`src/rtl/core/mapd_pkg.sv`:
```
package mapd_pkg;

   localparam int DEFAULT_WINDOW_LENGTH = 20;
   localparam int DEFAULT_SAMPLE_BITS   = 12;

   localparam int PSI_GAIN_BITS      = 17;
   localparam int ZERO_PRESSURE_BITS = 17;
   localparam int DEPTH_GAIN_BITS    = 18;

   localparam int CSR_INDEX_BITS = 2;
   localparam int CSR_DATA_BITS  = 18;

   localparam logic [CSR_INDEX_BITS-1:0] CSR_PSI_GAIN      = 2'd0;
   localparam logic [CSR_INDEX_BITS-1:0] CSR_ZERO_PRESSURE = 2'd1;
   localparam logic [CSR_INDEX_BITS-1:0] CSR_DEPTH_GAIN    = 2'd2;

   localparam logic [PSI_GAIN_BITS-1:0]      PSI_GAIN_RESET      = 17'd67602;
   localparam logic [ZERO_PRESSURE_BITS-1:0] ZERO_PRESSURE_RESET = 17'd3763;
   localparam logic [DEPTH_GAIN_BITS-1:0]    DEPTH_GAIN_RESET    = 18'd151127;

   // Q16 gains: drop this many fraction bits after each product.
   localparam int GAIN_FRAC_BITS = 16;

   localparam int PRESSURE_BITS  = 17;
   localparam int DEPTH_BITS     = 20;
   localparam int RSP_TDATA_BITS = ((PRESSURE_BITS + DEPTH_BITS + 7) / 8) * 8;

   localparam logic [PRESSURE_BITS-1:0] PRESSURE_MAX = '1;

   // Window control issued by the sequencer.
   typedef struct packed {
      logic rd;   // fetch the oldest entry and capture the new sample
      logic upd;  // update the running sum, store the sample, advance
   } window_ctl_type;

endpackage

```
`src/rtl/core/mapd_window.sv`:
```
module mapd_window #(
   parameter int WINDOW_LENGTH = mapd_pkg::DEFAULT_WINDOW_LENGTH,
   parameter int SAMPLE_BITS   = mapd_pkg::DEFAULT_SAMPLE_BITS,
   parameter int SUM_BITS      = SAMPLE_BITS + $clog2(WINDOW_LENGTH)
) (
   input  logic                     clock,
   input  logic                     reset,
   input  mapd_pkg::window_ctl_type ctl,
   input  logic [SAMPLE_BITS-1:0]   sample,
   output logic [SUM_BITS-1:0]      sum
);

   localparam int IDX_BITS = $clog2(WINDOW_LENGTH);
   localparam logic [IDX_BITS-1:0] IDX_LAST = IDX_BITS'(WINDOW_LENGTH - 1);

   logic [SAMPLE_BITS-1:0]   window_ff [WINDOW_LENGTH];
   logic [WINDOW_LENGTH-1:0] valid_ff;
   logic [WINDOW_LENGTH-1:0] valid_in;
   logic [IDX_BITS-1:0]      idx_ff;
   logic [IDX_BITS-1:0]      idx_in;
   logic [SUM_BITS-1:0]      sum_ff;
   logic [SUM_BITS-1:0]      sum_in;
   logic [SAMPLE_BITS-1:0]   rd_data_ff;
   logic                     rd_valid_ff;
   logic [SAMPLE_BITS-1:0]   sample_ff;
   logic [SAMPLE_BITS-1:0]   oldest;

   // Entries never written since reset count as zero.
   assign oldest = rd_valid_ff ? rd_data_ff : '0;

   always_comb begin
      valid_in = valid_ff;
      idx_in   = idx_ff;
      sum_in   = sum_ff;
      if (ctl.upd) begin
         valid_in[idx_ff] = 1'b1;
         idx_in = (idx_ff == IDX_LAST) ? '0 : idx_ff + 1'b1;
         sum_in = sum_ff - SUM_BITS'(oldest) + SUM_BITS'(sample_ff);
      end
   end

   always_ff @(posedge clock) begin
      if (reset) begin
         valid_ff <= '0;
         idx_ff   <= '0;
         sum_ff   <= '0;
      end else begin
         valid_ff <= valid_in;
         idx_ff   <= idx_in;
         sum_ff   <= sum_in;
      end
   end

   always_ff @(posedge clock) begin
      if (ctl.rd) begin
         rd_data_ff  <= window_ff[idx_ff];
         rd_valid_ff <= valid_ff[idx_ff];
         sample_ff   <= sample;
      end
   end

   always_ff @(posedge clock) begin
      if (ctl.upd) begin
         window_ff[idx_ff] <= sample_ff;
      end
   end

   assign sum = sum_ff;

endmodule

```
`src/rtl/core/mapd_mult.sv`:
```
module mapd_mult #(
   parameter int A_BITS = 19,
   parameter int B_BITS = 19
) (
   input  logic                            clock,
   input  logic                            en,
   input  logic signed [A_BITS-1:0]        a,
   input  logic signed [B_BITS-1:0]        b,
   output logic signed [A_BITS+B_BITS-1:0] prod
);

   logic signed [A_BITS+B_BITS-1:0] prod_ff;

   // Hold the product until the next issue.
   always_ff @(posedge clock) begin
      if (en) begin
         prod_ff <= (A_BITS+B_BITS)'(a) * (A_BITS+B_BITS)'(b);
      end
   end

   assign prod = prod_ff;

endmodule

```
`src/rtl/core/mapd_seq.sv`:
```
module mapd_seq #(
   parameter int SUM_BITS   = 17,
   parameter int MUL_A_BITS = 19,
   parameter int MUL_B_BITS = 19
) (
   input  logic                                       clock,
   input  logic                                       reset,
   input  logic                                       req_fire,
   output logic                                       idle,
   output mapd_pkg::window_ctl_type                   win_ctl,
   input  logic [SUM_BITS-1:0]                        sum,
   output logic                                       mul_en,
   output logic signed [MUL_A_BITS-1:0]               mul_a,
   output logic signed [MUL_B_BITS-1:0]               mul_b,
   input  logic signed [MUL_A_BITS+MUL_B_BITS-1:0]    prod,
   input  logic [mapd_pkg::PSI_GAIN_BITS-1:0]         psi_gain,
   input  logic [mapd_pkg::ZERO_PRESSURE_BITS-1:0]    zero_pressure,
   input  logic [mapd_pkg::DEPTH_GAIN_BITS-1:0]       depth_gain,
   output logic                                       rsp_tvalid,
   input  logic                                       rsp_tready,
   output logic [mapd_pkg::RSP_TDATA_BITS-1:0]        rsp_tdata
);

   localparam int P_BITS    = mapd_pkg::PRESSURE_BITS;
   localparam int D_BITS    = mapd_pkg::DEPTH_BITS;
   localparam int FRAC      = mapd_pkg::GAIN_FRAC_BITS;
   localparam int DIFF_BITS = P_BITS + 1;
   localparam int PROD_BITS = MUL_A_BITS + MUL_B_BITS;
   localparam int PAD_BITS  = mapd_pkg::RSP_TDATA_BITS - P_BITS - D_BITS;

   localparam logic [2:0] S_IDLE  = 3'd0;
   localparam logic [2:0] S_SUM   = 3'd1;
   localparam logic [2:0] S_MUL_P = 3'd2;
   localparam logic [2:0] S_SCALE = 3'd3;
   localparam logic [2:0] S_MUL_D = 3'd4;
   localparam logic [2:0] S_DONE  = 3'd5;

   logic [2:0]           state_ff;
   logic [2:0]           state_in;
   logic [P_BITS-1:0]    press_ff;
   logic [P_BITS-1:0]    press_in;
   logic [DIFF_BITS-1:0] diff;
   logic                 rsp_tvalid_ff;
   logic                 rsp_tvalid_in;
   logic [P_BITS-1:0]    rsp_press_ff;
   logic [D_BITS-1:0]    rsp_depth_ff;
   logic                 rsp_load;
   logic                 out_free;

   assign diff     = {1'b0, press_ff} - {1'b0, zero_pressure};
   assign out_free = !rsp_tvalid_ff || rsp_tready;

   always_comb begin
      state_in      = state_ff;
      press_in      = press_ff;
      win_ctl       = '0;
      mul_en        = 1'b0;
      mul_a         = {{(MUL_A_BITS-SUM_BITS){1'b0}}, sum};
      mul_b         = {{(MUL_B_BITS-mapd_pkg::PSI_GAIN_BITS){1'b0}}, psi_gain};
      rsp_load      = 1'b0;
      rsp_tvalid_in = rsp_tvalid_ff && !rsp_tready;
      unique case (state_ff)
         S_IDLE: begin
            if (req_fire) begin
               win_ctl.rd = 1'b1;
               state_in   = S_SUM;
            end
         end
         S_SUM: begin
            win_ctl.upd = 1'b1;
            state_in    = S_MUL_P;
         end
         S_MUL_P: begin
            mul_en   = 1'b1;
            state_in = S_SCALE;
         end
         S_SCALE: begin
            // Saturate the Q16-scaled sum to the pressure range.
            if (prod[PROD_BITS-1:FRAC+P_BITS] != '0) begin
               press_in = mapd_pkg::PRESSURE_MAX;
            end else begin
               press_in = prod[FRAC +: P_BITS];
            end
            state_in = S_MUL_D;
         end
         S_MUL_D: begin
            mul_en   = 1'b1;
            mul_a    = {{(MUL_A_BITS-DIFF_BITS){diff[DIFF_BITS-1]}}, diff};
            mul_b    = {{(MUL_B_BITS-mapd_pkg::DEPTH_GAIN_BITS){1'b0}}, depth_gain};
            state_in = S_DONE;
         end
         S_DONE: begin
            if (out_free) begin
               rsp_load      = 1'b1;
               rsp_tvalid_in = 1'b1;
               state_in      = S_IDLE;
            end
         end
         default: begin
            state_in = S_IDLE;
         end
      endcase
   end

   always_ff @(posedge clock) begin
      if (reset) begin
         state_ff      <= S_IDLE;
         rsp_tvalid_ff <= 1'b0;
      end else begin
         state_ff      <= state_in;
         rsp_tvalid_ff <= rsp_tvalid_in;
      end
   end

   always_ff @(posedge clock) begin
      press_ff <= press_in;
      if (rsp_load) begin
         rsp_press_ff <= press_ff;
         // Arithmetic shift of the signed product, keep the low depth bits.
         rsp_depth_ff <= prod[FRAC +: D_BITS];
      end
   end

   assign idle       = (state_ff == S_IDLE);
   assign rsp_tvalid = rsp_tvalid_ff;
   assign rsp_tdata  = {{PAD_BITS{1'b0}}, rsp_depth_ff, rsp_press_ff};

endmodule

```
`src/rtl/core/moving_average_pressure_depth.sv`:
```
// Moving-average pressure and depth: each transfer on req_ carries one raw
// converter sample; the block keeps the last WINDOW_LENGTH samples (zeros
// after reset, so early results read low) with a running sum, and returns
// one transfer on rsp_ with pressure = min((sum * psi_gain) >> 16, 131071)
// in 1/256 psi and depth = ((pressure - zero_pressure) * depth_gain) >>> 16
// in 1/256 ft, two's complement. Each sample passes the window memory read,
// the sum update, the pressure product, the saturation step, the depth product
// and the output register load, both products on the one shared multiplier;
// req_tready comes back as the result lands in the output register, so no
// new sample is taken before the last is done. The last step holds while an
// earlier result still waits unaccepted in the output register, which
// stretches the sample time by that stall. A finished result waits in the
// output register while the next sample is taken. Write psi_gain,
// zero_pressure and depth_gain through csr_ only while no sample is in work.
module moving_average_pressure_depth #(
   parameter int WINDOW_LENGTH = mapd_pkg::DEFAULT_WINDOW_LENGTH,
   parameter int SAMPLE_BITS   = mapd_pkg::DEFAULT_SAMPLE_BITS,
   parameter int REQ_TDATA_BITS = ((SAMPLE_BITS + 7) / 8) * 8
) (
   input  logic                                  clock,
   input  logic                                  reset,
   // Sample stream.
   input  logic                                  req_tvalid,
   output logic                                  req_tready,
   input  logic [REQ_TDATA_BITS-1:0]             req_tdata,   // sample
   // Result stream.
   output logic                                  rsp_tvalid,
   input  logic                                  rsp_tready,
   output logic [mapd_pkg::RSP_TDATA_BITS-1:0]   rsp_tdata,   // pressure, depth
   // Register writes.
   input  logic                                  csr_we,
   input  logic [mapd_pkg::CSR_INDEX_BITS-1:0]   csr_index,
   input  logic [mapd_pkg::CSR_DATA_BITS-1:0]    csr_wdata
);

   localparam int SUM_BITS   = SAMPLE_BITS + $clog2(WINDOW_LENGTH);
   localparam int DIFF_BITS  = mapd_pkg::PRESSURE_BITS + 1;
   localparam int MUL_A_BITS = ((SUM_BITS > DIFF_BITS) ? SUM_BITS : DIFF_BITS) + 1;
   localparam int MUL_B_BITS = mapd_pkg::DEPTH_GAIN_BITS + 1;

   logic [mapd_pkg::PSI_GAIN_BITS-1:0]      psi_gain_ff;
   logic [mapd_pkg::ZERO_PRESSURE_BITS-1:0] zero_pressure_ff;
   logic [mapd_pkg::DEPTH_GAIN_BITS-1:0]    depth_gain_ff;

   mapd_pkg::window_ctl_type               win_ctl;
   logic [SUM_BITS-1:0]                    sum;
   logic                                   mul_en;
   logic signed [MUL_A_BITS-1:0]           mul_a;
   logic signed [MUL_B_BITS-1:0]           mul_b;
   logic signed [MUL_A_BITS+MUL_B_BITS-1:0] prod;
   logic                                   idle;
   logic                                   req_fire;

   assign req_tready = idle;
   assign req_fire   = req_tvalid && idle;

   // Configuration registers; drop writes to unknown indexes.
   always_ff @(posedge clock) begin
      if (reset) begin
         psi_gain_ff      <= mapd_pkg::PSI_GAIN_RESET;
         zero_pressure_ff <= mapd_pkg::ZERO_PRESSURE_RESET;
         depth_gain_ff    <= mapd_pkg::DEPTH_GAIN_RESET;
      end else if (csr_we) begin
         unique case (csr_index)
            mapd_pkg::CSR_PSI_GAIN: begin
               psi_gain_ff <= csr_wdata[mapd_pkg::PSI_GAIN_BITS-1:0];
            end
            mapd_pkg::CSR_ZERO_PRESSURE: begin
               zero_pressure_ff <= csr_wdata[mapd_pkg::ZERO_PRESSURE_BITS-1:0];
            end
            mapd_pkg::CSR_DEPTH_GAIN: begin
               depth_gain_ff <= csr_wdata[mapd_pkg::DEPTH_GAIN_BITS-1:0];
            end
            default: begin
            end
         endcase
      end
   end

   // Circular sample window with running sum.
   mapd_window #(
      .WINDOW_LENGTH (WINDOW_LENGTH),
      .SAMPLE_BITS   (SAMPLE_BITS),
      .SUM_BITS      (SUM_BITS)
   ) u_window (
      .clock  (clock),
      .reset  (reset),
      .ctl    (win_ctl),
      .sample (req_tdata[SAMPLE_BITS-1:0]),
      .sum    (sum)
   );

   // One multiplier shared by the pressure and the depth scaling.
   mapd_mult #(
      .A_BITS (MUL_A_BITS),
      .B_BITS (MUL_B_BITS)
   ) u_mult (
      .clock (clock),
      .en    (mul_en),
      .a     (mul_a),
      .b     (mul_b),
      .prod  (prod)
   );

   // Sequencer, scaling steps and output register.
   mapd_seq #(
      .SUM_BITS   (SUM_BITS),
      .MUL_A_BITS (MUL_A_BITS),
      .MUL_B_BITS (MUL_B_BITS)
   ) u_seq (
      .clock         (clock),
      .reset         (reset),
      .req_fire      (req_fire),
      .idle          (idle),
      .win_ctl       (win_ctl),
      .sum           (sum),
      .mul_en        (mul_en),
      .mul_a         (mul_a),
      .mul_b         (mul_b),
      .prod          (prod),
      .psi_gain      (psi_gain_ff),
      .zero_pressure (zero_pressure_ff),
      .depth_gain    (depth_gain_ff),
      .rsp_tvalid    (rsp_tvalid),
      .rsp_tready    (rsp_tready),
      .rsp_tdata     (rsp_tdata)
   );

endmodule

```
`config.mk`:
```
export PLATFORM = sky130hd
export DESIGN_NAME = moving_average_pressure_depth
export DESIGN_NICKNAME = d
export VERILOG_FILES = /design/src/rtl/core/mapd_pkg.sv /design/src/rtl/core/mapd_window.sv /design/src/rtl/core/mapd_mult.sv /design/src/rtl/core/mapd_seq.sv /design/src/rtl/core/moving_average_pressure_depth.sv
export SDC_FILE = /design/constraint.sdc
export NUM_CORES = 2
export LEC_CHECK = 0
export BUFFER_PORTS_ARGS = -buffer_cell sky130_fd_sc_hd__buf_2
export CAP_MARGIN = 20
export CORE_MARGIN = 1.5
export CORE_UTILIZATION = 64
export DETAILED_ROUTE_END_ITERATION = 6
export MAX_ROUTING_LAYER = met4
export PLACE_DENSITY = 0.8
export SYNTH_ARGS = -nofsm -noshare
export SYNTH_HDL_FRONTEND = slang
export SYNTH_SLANG_ARGS = --single-unit
```
`constraint.sdc`:
```
create_clock -name clock -period 8.7 [get_ports clock]
set_input_delay 0.87 -clock clock [delete_from_list [all_inputs] [get_ports clock]]
set_output_delay 0.87 -clock clock [all_outputs]
set_load 0.02 [all_outputs]
```
## Word-level counts from Yosys, hierarchy flattened

Memory sizes are Yosys's and may differ from the RTL's. A register that Yosys moved wholly into a read port is not among the register bits.
Index checks and enable logic that the tools add are counted.

| storage, ports and cells | value |
|---|---|
| register bits after elaboration | 203 |
| RAM bits | 240 |
| bits of input ports | 41 |
| output and inout port bits | 42 |
| word-level logic and storage cells | 68 |
| memories | 1 |

Memories:

| memory | words | bits a word | read ports | clocked after memory_dff | write ports | line | source |
|---|---|---|---|---|---|---|---|
| u_window.window_ff | 20 | 12 | 1 | 1 | 1 | mapd_window.sv:16 | `logic [SAMPLE_BITS-1:0] window_ff [WINDOW_LENGTH];` |

| operators by class | value |
|---|---|
| $add $sub $neg | 4 |
| multiply operators | 1 |
| $lt $le $gt $ge | 2 |
| equal/unequal tests | 10 |
| muxes and demuxes | 21 |
| bitwise logic cells | 1 |
| reductions and logical operators | 14 |

Operators with widths:

| cell | count |
|---|---|
| multiplier 19 x 19 -> 38 bit | 1 |
| OR 20 bit | 1 |
| 2-to-1 mux 19 bit | 1 |
| 2-to-1 mux 18 bit | 1 |
| case mux 3 bit (6 select lines) | 1 |
| subtractor 17 x 17 -> 18 bit | 1 |
| adder 17 x 12 -> 17 bit | 1 |
| subtractor 17 x 12 -> 17 bit | 1 |
| 2-to-1 mux 1 bit | 12 |
| 2-to-1 mux 12 bit | 1 |
| AND reduction 2 bit | 4 |
| equality test 3 x 2 -> 1 bit, second input constant | 2 |
| equality test 3 bit, second input constant | 2 |
| < comparator 5 x 6 -> 1 bit, second input constant | 1 |
| 2-to-1 mux 3 bit | 2 |
| adder 5 x 1 -> 5 bit, second input constant | 1 |
| binary-select mux 1 bit (select 5 bit) | 1 |
| demux 1 bit (select 5 bit) | 1 |
| equality test 5 bit, second input constant | 1 |
| greater-or-equal comparator 5 x 1 -> 1 bit, second input constant | 1 |
| 2-to-1 mux 5 bit | 1 |
| nonzero test 5 bit | 1 |
| inequality test 2 x 1 -> 1 bit, second input constant | 2 |
| equality test 3 x 1 -> 1 bit, second input constant | 1 |
| 8 further kinds | 11 |

## Longest topological paths before layout

| logic depth | value |
|---|---|
| depth in word-level cells | 5 |
| gate-level depth with buffers | 35 |
| depth with buffers taken out | 34 |

## Hierarchy

A second synthesis with hierarchy kept.

| unflattened totals | value |
|---|---|
| cells, all modules | 2,824 |
| area, all modules | 33,016.7 sq um |

By module, submodules not included:

| module | times used | cells an instance | area an instance (sq um) | seq. area each (sq um) |
|---|---|---|---|---|
| mapd_mult | 1 | 1,476 | 14,581.5 | 1,141.1 |
| mapd_window | 1 | 803 | 12,949.9 | 8,798.4 |
| mapd_seq | 1 | 340 | 3,383.2 | 1,701.6 |
| moving_average_pressure_depth | 1 | 205 | 2,102.0 | 1,041.0 |

## Worst setup path after synthesis

Ideal clock, no wire load.

| timing | value |
|---|---|
| kind | reg-to-reg |
| start | register u_seq.press_ff[0] |
| end | register u_mult.prod_ff[37], in the netlist u_mult.prod[37], data pin |
| setup time | 260 ps |
| data arrival time | 7,826 ps |
| data required time | 8,440 ps |
| path slack | 614 ps |
| stages on the path, launching flop included | 35 |
| buffers on the path | 1 |
| clock period less this slack | 8,086 ps |
| cell sequence | edfxtp_1 -> inv_1 -> ha_1 -> fa_1 -> nor2b_1 -> o21ai_0 -> a21oi_1 -> o21ai_1 -> a211oi_1 -> o31a_1 -> o22ai_1 -> xnor2_1 -> buf_2 -> a32oi_1 -> fa_1 -> inv_1 -> fa_1 -> inv_1 -> fa_1 -> inv_1 -> fa_1 -> fa_1 -> inv_1 -> fa_1 -> inv_1 -> ha_1 -> nand2_1 -> nor3_1 -> and3_1 -> o2111a_2 -> o2111ai_4 -> o211ai_1 -> a31o_2 -> a21oi_1 -> xnor2_1 |

| between the ends | value |
|---|---|
| cells in the longest elaborated chain, start to end | 3 |

RTL lines:

| item | line | source |
|---|---|---|
| from (decl) | mapd_seq.sv:40 | `logic [P_BITS-1:0] press_ff;` |
| from (signal assigned) | mapd_seq.sv:116 | `press_ff <= press_in;` |
| subtractor 17 x 17 -> 18 bit | mapd_seq.sv:50 | `assign diff = {1'b0, press_ff} - {1'b0, zero_pressure};` |
| 2-to-1 mux 19 bit | mapd_seq.sv:62 | `unique case (state_ff)` |
| multiplier 19 x 19 -> 38 bit | mapd_mult.sv:17 | `prod_ff <= (A_BITS+B_BITS)'(a) * (A_BITS+B_BITS)'(b);` |
| to (signal assigned) | mapd_mult.sv:17 |  |
| to (decl) | mapd_mult.sv:12 | `logic signed [A_BITS+B_BITS-1:0] prod_ff;` |

Every way passes these cells.
A chain may end at the register's enable or synchronous reset.

## Worst setup path after layout

| timing | value |
|---|---|
| start | register u_seq.press_ff[0] |
| end | register u_mult.prod_ff[31], in the netlist u_mult.prod[31], data pin |

The elaborated chain is that of the path after synthesis.

==> run_results.csv <==
group,metric,value,unit
grt,grt_pass1_vias,22919,
sta,period_minus_slack,8530,ps
route,via_per_inst,5.94,
run_status,run_status,"completed",
critical_path,worstPathMaxFanout,12,
critical_path,cp-start-kind,"register",
sta,fin_skew,25.4,ps
cells_and_area,drive_above_1_share,15.5,%
power,switchingPower,2480,uW
power,max-vdd-ir-drop,227,uV
sta,max-slew-margin-rel,29.2,%
clocking,clkTransAtPathRegs,70,ps
yosys,synth_cell_types,69,
floorplan,design.core.area,47500,um2
yosys,synth_edf_count,341,
power,seqPwrFrac,34.9,%
floorplan,rows,80,
critical_path,crit_cells,35,
clocking,clk_latency,600,ps
sta,fmax,117,MHz
power,switching_share,34.4,%
route,drtIter0Drc,2128,
grt,antenna_found_initial,2,
critical_path,timing.rr.start,"u_seq.press_ff[0]",
sta,hold_viol,0,
critical_path,timing.rr.end,"u_mult.prod[31]",
cells_and_area,register_area,12200,um2
route,top_layer,"met4",
clocking,htree_levels,2,
yosys,async_flop_share,0,%
route,met1Wirelength,32.5,mm
power,internal-power,4730,uW
yosys,syn-cell-area,30800,um2
power,p_leak,0.0149,uW
clocking,numCtsBuffers,44,
route,route.vias.total,21478,
floorplan,io_pins,83,
yosys,syn_inst,2786,
cells_and_area,fillers,3154,
floorplan,die_w,222,um
critical_path,crit_end,"u_mult.prod[31]",
power,clkPwrFrac,28.9,%
clocking,cts_tree,"yes",
floorplan,die_y,222,um
route,final_antenna_net_count,0,
placed_design,place_congestion,0.996,
cells_and_area,multiInputGateArea,16700,um2
power,powerDensity,207,nW/um2
sta,rsz0062_at_grt,"true",
critical_path,crit_family,"adder cells",
critical_path,crit_buf_inv,8,
route,dr.pass1.iters,5,
route,totalWireLength,81.9,mm
critical_path,end_kind,"register",
sta,setup_viol,0,
floorplan,start_util,64.7,%
critical_path,required,9170,ps
grt,grt_max_degree,84,
clocking,cts_max_path_buffers,3,
placed_design,io_buffer_count,75,
route,route.met2.wl,38.5,mm
power,total_power,7200,uW
yosys,synth-seq-cells,439,
clocking,root_buffer,"clkbuf_16",
critical_path,critical-path-slowest-cell,"fa_1",
placed_design,dp_slack,-52.1,ps
route,wire_per_inst,22.7,um
critical_path,worstSetupStartpoint,"u_seq.press_ff[0]",
critical_path,rr_worst_depth,35,
critical_path,critPathMaxStageDelay,540,ps
sta,worst_pin_slew,1060,ps
cells_and_area,final_nets,3478,
grt,track_usage,35.5,%
sta,finalWorstSetupSlack,169,ps
sta,drv_slew,0,
clocking,cts_sinks,439,
job,maxCapViolCount,0,
power,pwr-share-comb,36.2,%
route,routed-wl-met3,7.38,mm
grt,overflow,0,
critical_path,rrSetupSlack,170,ps
grt,grt_pass1_wl,127,mm
critical_path,critPathKind,"reg2reg",
yosys,synthFlopType,"edfxtp_1",
cells_and_area,syn_to_final_growth,13.3,%
yosys,ys_seq_area_share,39.7,%
worst_hold_path,hold_path.class,"in2reg",
yosys,ys_warn_count,0,
critical_path,arrival,9000,ps
placed_design,dp_hpwl,60.1,mm
route,drc,0,
yosys,avgSynthCellArea,11.0,um2
clocking,holdBufCountCts,0,
sta,fin_crit_sh,98.1,%
floorplan,dieArea,49400,um2
worst min path at each step:
| stage | to | cells past startpoint | start | slack [ps] |
|---|---|---|---|---|
| finish | u_window.sample_ff[1] | 1 | req_tdata[1] | 440 |
| CTS | u_window.sample_ff[1] | 1 | req_tdata[1] | 420 |
| detailed placement | u_seq.rsp_press_ff[0] | 0 | u_seq.press_ff[0] | 430 |
| global placement | u_seq.rsp_depth_ff[16] | 0 | u_mult.prod[32] | 430 |
| global route | u_window.sample_ff[11] | 1 | req_tdata[11] | 430 |
| floorplan | u_seq.rsp_depth_ff[17] | 0 | u_mult.prod[33] | 420 |
through the flow:
stage	utilization [%]	instance area [um2]	hold WS (ps)	setup TNS (ps)	std cells
final	73.3	34900	438	0	3613
after global routing	73.3	34900	431	-330	3613
after CTS	72.4	34400	420	0	3604
after detailed placement	68.9	32800	432	-108	3516
after global placement	68.9	32700	430	0	3515
after floorplan	-	30800	418	0	2788
power groups by stage:
stage                     sequential (uW)  clock [uW]  combinational, uW
after floorplan                      2500           0               1630
after global placement               2550           0               2350
after detailed placement             2550           0               2440
after CTS                            2510        2090               2470
after global routing                 2520        2160               2900
final                                2510        2080               2610
placed cells by master (no fill, tap or decap), types with 7 or more instances in the layout:
cell / instances
clkbuf_1: 8
nor2_1: 239
ha_4: 9
and3_1: 9
and2_1: 38
fa_1: 319
nor2b_1: 11
nand3b_1: 19
or3_1: 19
mux2i_1: 28
a21o_1: 10
dfxtp_1: 95
bufinv_16: 7
ha_1: 134
inv_1: 493
buf_4: 150
a211o_1: 11
buf_2: 74
nand3_1: 16
xor2_1: 22
nand4_1: 12
nor3_1: 21
o21ai_0: 37
mux4_2: 65
o21a_1: 18
xnor2_1: 51
a21oi_1: 85
a32o_1: 14
inv_2: 8
clkinv_2: 9
o21ai_1: 11
nand2_1: 376
edfxtp_1: 341
a22oi_1: 13
fa_2: 13
nand2b_1: 12
buf_12: 11
clkbuf_16: 46
a32oi_1: 16
cell usage after synthesis (10+ instances only):
| master | n | share of area [%] |
|---|---|---|
| a211o_1 | 11 | 0.31 |
| a211oi_1 | 10 | 0.24 |
| a21o_1 | 11 | 0.27 |
| a21oi_1 | 88 | 1.4 |
| a22oi_1 | 13 | 0.32 |
| a32o_1 | 17 | 0.55 |
| a32oi_1 | 17 | 0.48 |
| and2_1 | 39 | 0.79 |
| and3_1 | 12 | 0.24 |
| buf_1 | 14 | 0.17 |
| clkbuf_1 | 87 | 1.1 |
| dfxtp_1 | 98 | 6.4 |
| edfxtp_1 | 341 | 33 |
| fa_1 | 332 | 22 |
| ha_1 | 144 | 5.9 |
| inv_1 | 502 | 6.1 |
| mux2i_1 | 28 | 0.91 |
| mux4_2 | 65 | 4.8 |
| nand2_1 | 380 | 4.6 |
| nand2b_1 | 13 | 0.26 |
| nand3_1 | 17 | 0.28 |
| nand3b_1 | 19 | 0.46 |
| nand4_1 | 12 | 0.24 |
| nor2_1 | 247 | 3.0 |
| nor2b_1 | 12 | 0.24 |
| nor3_1 | 22 | 0.36 |
| o21a_1 | 19 | 0.46 |
| o21ai_0 | 43 | 0.70 |
| or3_1 | 19 | 0.39 |
| xnor2_1 | 52 | 1.5 |
| xor2_1 | 23 | 0.65 |
final cells by class:
type,instances,area share (%)
Antenna cell,1,0.00718
Clock buffer,59,3.59
Clock inverter,23,0.994
Inverter,502,5.42
Multi-Input combinational cell,1737,47.8
Sequential cell,439,35.0
Tap cell,615,2.21
Timing Repair Buffer,237,4.99
registers in the layout, indices dropped and copies added, names as in the netlist, 17 cells and up:
register and cells:
depth_gain_ff 18, psi_gain_ff 17, u_mult.prod 22, u_seq.press_ff 17, u_seq.rsp_depth_ff 20, u_seq.rsp_press_ff 17
u_window.sum 17, u_window.valid_ff 20, u_window.window_ff 240, zero_pressure_ff 17
repair_timing:
action	4_1_cts	5_1_grt
pin swaps	7	49
endpoints found under the setup margin	3	14
resized for setup	4	88
hold endpoints to repair	0	0
buffers inserted	6	9
layer usage:
metal	global-route usage [%]	vias to the layer above
met5	-	-
met1	47.2	10783
li1	-	9457
met3	5.55	189
met2	55.2	1049
met4	14.5	0
kinds of logic (layout without fill, tap and decap cells):
logic type | Yosys count | count (layout) | synth area share, %
mux | 94 | 94 | 5.70
buf+inv | 612 | 821 | 7.54
fa+ha+maj | 479 | 479 | 27.6
compound gates | 273 | 273 | 5.90
xor+xnor | 76 | 76 | 2.19
simple gates | 812 | 812 | 11.4
other cells | 1 | 4 | 0.0122
flops | 439 | 439 | 39.7
Power figures use the tool's default switching activity.
